===== config.mk =====
export PLATFORM = sky130hd
export DESIGN_NAME = rsnh_mul
export DESIGN_NICKNAME = d
export VERILOG_FILES = /design/src/hdl/rsnh_pkg.sv /design/src/hdl/rsnh_mul.sv
export SDC_FILE = /design/constraint.sdc
export NUM_CORES = 1
export LEC_CHECK = 0
export ABC_AREA = 1
export BUFFER_PORTS_ARGS = -buffer_cell sky130_fd_sc_hd__buf_4
export CAP_MARGIN = 20
export CORE_MARGIN = 1.5
export CORE_UTILIZATION = 35
export CTS_CLUSTER_DIAMETER = 80
export DETAILED_ROUTE_END_ITERATION = 12
export PLACE_DENSITY = 0.52
export SLEW_MARGIN = 10
export SYNTH_ARGS = -nofsm -noshare
export SYNTH_HDL_FRONTEND = slang
export SYNTH_SLANG_ARGS = --single-unit
export TNS_END_PERCENT = 50

===== constraint.sdc =====
create_clock -name clk -period 6.9 [get_ports clk]
set_clock_uncertainty 0.15 [all_clocks]
set_input_delay 1.035 -clock clk [delete_from_list [all_inputs] [get_ports clk]]
set_output_delay 1.035 -clock clk [all_outputs]
set_load 0.05 [all_outputs]

===== src/hdl/rsnh_pkg.sv =====
// shared types and constants for the ray segment nearest hit block
`default_nettype none
package rsnh_pkg;

  // one input transfer
  typedef struct packed {
    logic               action;
    logic [7:0]         edge_index;
    logic signed [15:0] edge_start_x;
    logic signed [15:0] edge_start_y;
    logic signed [15:0] edge_end_x;
    logic signed [15:0] edge_end_y;
    logic signed [15:0] ray_x;
    logic signed [15:0] ray_y;
    logic [15:0]        heading;
    logic [15:0]        beam_angle;
  } item_t;

  // one result transfer
  typedef struct packed {
    logic        hit;
    logic [16:0] distance;
  } result_t;

  localparam logic ACT_WRITE = 1'b0;
  localparam logic ACT_CAST  = 1'b1;

  // quarter sine polynomial coefficients
  localparam logic [16:0] SIN_A = 17'd102944;
  localparam logic [16:0] SIN_B = 17'd42047;
  localparam logic [12:0] SIN_C = 13'd4640;
  localparam logic [14:0] QUARTER_TURN = 15'd16384;

  localparam logic [16:0] DIST_MAX = 17'd131071;

  // width of the big multiplier operands
  localparam int MUL_W = 34;
  // width of the division remainder
  localparam int REM_W = 70;

  typedef enum logic [4:0] {
    S_IDLE,
    S_TRIG_SQ,
    S_TRIG_U,
    S_TRIG_W,
    S_TRIG_S,
    S_READ,
    S_LOAD,
    S_PROD,
    S_TEST,
    S_MUL1,
    S_MUL2,
    S_NUM,
    S_NUMCHK,
    S_DIV,
    S_BEST,
    S_NEXT,
    S_DONE
  } state_t;

endpackage
`default_nettype wire


===== src/hdl/rsnh_mul.sv =====
// iterative signed multiplier, one multiplier bit per cycle
`default_nettype none
module rsnh_mul (
  input  logic                                clk,
  input  logic                                rst,
  input  logic                                start,
  input  logic signed [rsnh_pkg::MUL_W-1:0]   a,
  input  logic signed [rsnh_pkg::MUL_W-1:0]   b,
  output logic                                done,
  output logic signed [2*rsnh_pkg::MUL_W-1:0] product
);
  import rsnh_pkg::*;

  localparam int CNT_W = $clog2(MUL_W);

  logic               running;
  logic [CNT_W-1:0]   cnt;
  logic [MUL_W-1:0]   mplier;
  logic [2*MUL_W-1:0] mcand;
  logic [2*MUL_W-1:0] acc;
  logic               neg;
  logic [MUL_W-1:0]   a_mag;
  logic [MUL_W-1:0]   b_mag;

  // operand magnitudes
  assign a_mag = a[MUL_W-1] ? MUL_W'(-a) : MUL_W'(a);
  assign b_mag = b[MUL_W-1] ? MUL_W'(-b) : MUL_W'(b);

  // control
  always_ff @(posedge clk) begin
    if (rst) begin
      running <= 1'b0;
      done    <= 1'b0;
      cnt     <= '0;
    end else begin
      done <= 1'b0;
      if (start) begin
        running <= 1'b1;
        cnt     <= '0;
      end else if (running) begin
        cnt <= cnt + 1'b1;
        if (cnt == CNT_W'(MUL_W - 1)) begin
          running <= 1'b0;
          done    <= 1'b1;
        end
      end
    end
  end

  // shift and add datapath
  always_ff @(posedge clk) begin
    if (start) begin
      mplier <= b_mag;
      mcand  <= (2*MUL_W)'(a_mag);
      acc    <= '0;
      neg    <= a[MUL_W-1] ^ b[MUL_W-1];
    end else if (running) begin
      if (mplier[0]) begin
        acc <= acc + mcand;
      end
      mcand  <= mcand << 1;
      mplier <= mplier >> 1;
    end
  end

  assign product = neg ? -$signed(acc) : $signed(acc);

endmodule
`default_nettype wire


==> metrics.txt <==
share of flip-flops with an asynchronous set or reset=0; post-synth cell types=50; final setup violation count=0; final core utilization=0.402; Worst path top cell family by delay=simple AND/OR/NAND/NOR gates; clock sink total=179; DR vias/cell=5.12; WL/cell=a little under 20 um; Chip Height=between 200 and 250 um; Final Cell Area=approximately 19000 um2; max-slew violations=0; Placer Congestion=0.988; CP bufs+invs=3; class of the most critical setup path=flop to output port; fillers=roughly 5100; Area after DPL=18100 um2; initial DRC count=between 1000 and 1500; startpoint types=flop; Detail Route Antenna Nets=0; post-CTS setup buffers=0; antenna fix cells=0; Starting Density=0.355; row count=79; Slew @ Worst Pin=0.974 ns; Post-Synthesis Cells=about 2700; Core Region=approximately 47000 um2; Num CTS Buffers=17; Final Hold Vio Count=0; Max-Cap Viols=0; I/O pin count=140; area of the die=roughly 48000 um2; maximum vdd drop=0.221 mV; Seq/Total Area, Yosys=0.259; fin crit period=~4.3 ns; share of layout cells above drive strength 1=0.0784; Slowest cell on crit path=xor2_1; TNS Setup=0 ns; outcome=finished, final reports clean; Clock Tree Buf Depth=2; largest net degree at the start of global routing=80; Layout area overhead=13.3%; EDFF count, synth=69; Worst EP required=5.71 ns; H-tree lvl count=4; Pre-antenna DRT Iters=6; post_cts resized=0; top_reg_cell synth=dfxtp_1; Post-route DRC=0; overall power=around 4 mW; Clock Pin Slew Worst Setup and Hold Paths=approximately 0.08 ns; wirelength, routed=67400 um; initial antenna violation count=0; P_leak=roughly 9.3 nW; synthesized area per cell=6.02 um2; gr usage total=0.281; RSZ-0062 raised after global routing=false; IO Port Bufs=approximately 140; worst setup margin=2.57 ns; die width=220 um; crit end category=output port; Synth Cell Area=around 17000 um2; Placement Setup Slack=roughly 2.7 ns; global-route wire length before repair=100000 um; Max Freq=roughly 230 MHz; Final #Nets=between 2000 and 3000; power density over the cells=217 nW/um2; Vias=around 18000; flops & latches, synth=between 150 and 200; worst path cell trace=inv_1, ha_1, inv_1, nor3_4, nand3_4, nor2_8, nand2_4, nor3_4, nand3_2, o21ai_2, xor2_1, buf_4; GRT overflow=0; Synth Warn #=0; critical path arrival=between 3 and 4 ns; vias in the first global route=between 15000 and 20000; CTS Root Cell=clkbuf_16; half-perimeter wire length after placement=around 55000 um; worst skew pair latency=0.51 ns; CP Depth=12; Final Cycle Share=0.628; WHS Path Cells=2; hold_buf cts=0; register-to-register path setup slack=between 3 and 4 ns; class of the worst hold path=flop to flop; TritonCTS clock tree=built; net count after synthesis=~2900; Reg2Reg Depth=14; Max FO, Critical Path=7; Rel. slew slack=0.351; Largest stage delay, worst path=between 0.3 and 0.4 ns
-- sequential cells by signal, summed over array words and instances (netlist names) --
signal	cells
acc	68
mcand	68
mplier	34
cnt	6
done	1
neg	1
running	1
-- synthesized netlist by cell type, drive strengths merged, types with 7 or more instances --
library cell,n,area [um2]
a21oi,160,808
a31oi,23,144
buf,10,42.5
clkbuf,56,210
dfxtp,110,2200
edfxtp,69,2070
ha,72,901
inv,452,1700
nand2,726,2740
nand3,147,768
nand3b,7,52.6
nand4,54,338
nor2,426,1650
nor3,35,218
nor4,19,125
o21ai,197,1020
o21bai,10,75.1
or2,8,50.1
xnor2,12,105
xor2,127,1110
-- where the power goes --
part / total (mW) / switching (mW) / internal (mW)
clock: 1.03 / 0.547 / 0.483
sequential: 1.31 / 0.107 / 1.21
combinational: 1.71 / 1.23 / 0.482
total: 4.05 / 1.88 / 2.17
-- area by class of cell --
type	count	area [um2]	share of cell area
Clock buffer	17	425	0.0227
Clock inverter	15	159	0.00849
Inverter	453	1700	0.0909
Multi-Input combinational cell	2046	10300	0.550
Sequential cell	179	4270	0.228
Tap cell	607	759	0.0406
Timing Repair Buffer	147	1100	0.0590
-- metal layers --
| metal | up-vias | routed length (um) | global-route usage |
|---|---|---|---|
| met5 | - | 0 | 0 |
| met4 | 0 | 2150 | 0.105 |
| met3 | 77 | 4420 | 0.0515 |
| met2 | 558 | 29600 | 0.434 |
| met1 | 8196 | 31300 | 0.390 |
| li1 | 8916 | - | - |
-- worst min-delay path, cell delays in order (launching register included) --
cell	delay (ns)
dfxtp_1	0.33
nor2_1	0.10
nor2_1	0.05
-- cell usage in the layout (no fill, tap or decap), types with 4 or more instances in the layout --
cell and count:
nand3b_1 7, xnor2_1 12, inv_8 5, or2_2 8
nor3_1 29, ha_1 72, buf_4 147, clkbuf_16 17
edfxtp_1 69, a31oi_1 23, nand2_2 5, o21ai_0 188
dfxtp_1 110, nand2_1 720, nand3_1 142, xor2_1 127
inv_1 448, nand4_1 54, o21bai_1 10, o211ai_1 4
nand3_2 4, o21ai_2 5, a21oi_1 158, nor4_1 18
nor2_1 419, nor3b_1 4, nor3_2 4
-- final timing paths --
| path | from | end |
|---|---|---|
| max | acc[1]$_SDFFE_PP0P_ | product[28] |
| max reg2reg | mcand[9]$_DFFE_PP_ | acc[66]$_SDFFE_PP0P_ |
| min | mcand[40]$_SDFFE_PP0P_ | mcand[41]$_SDFFE_PP0P_ |
| min reg2reg | mcand[40]$_SDFFE_PP0P_ | mcand[41]$_SDFFE_PP0P_ |
-- per-stage QoR --
stage               hold WS, ns  instances
finish                    0.364       3464
floorplan                 0.329       2744
global placement          0.348       3432
detailed placement        0.357       3432
CTS                       0.366       3464
global route              0.387       3464
-- cell families after synthesis --
kind of cell | count (synthesis) | share of synthesized area
AND/OR/NAND/NOR | 1430 | 0.363
buffers and inverters | 519 | 0.118
flip-flops | 179 | 0.259
XOR/XNOR | 139 | 0.0737
adder cells (fa/ha/maj) | 73 | 0.0558
AO/OA/AOI/OAI | 404 | 0.130
No activity file was read; power rests on OpenSTA's default activity.
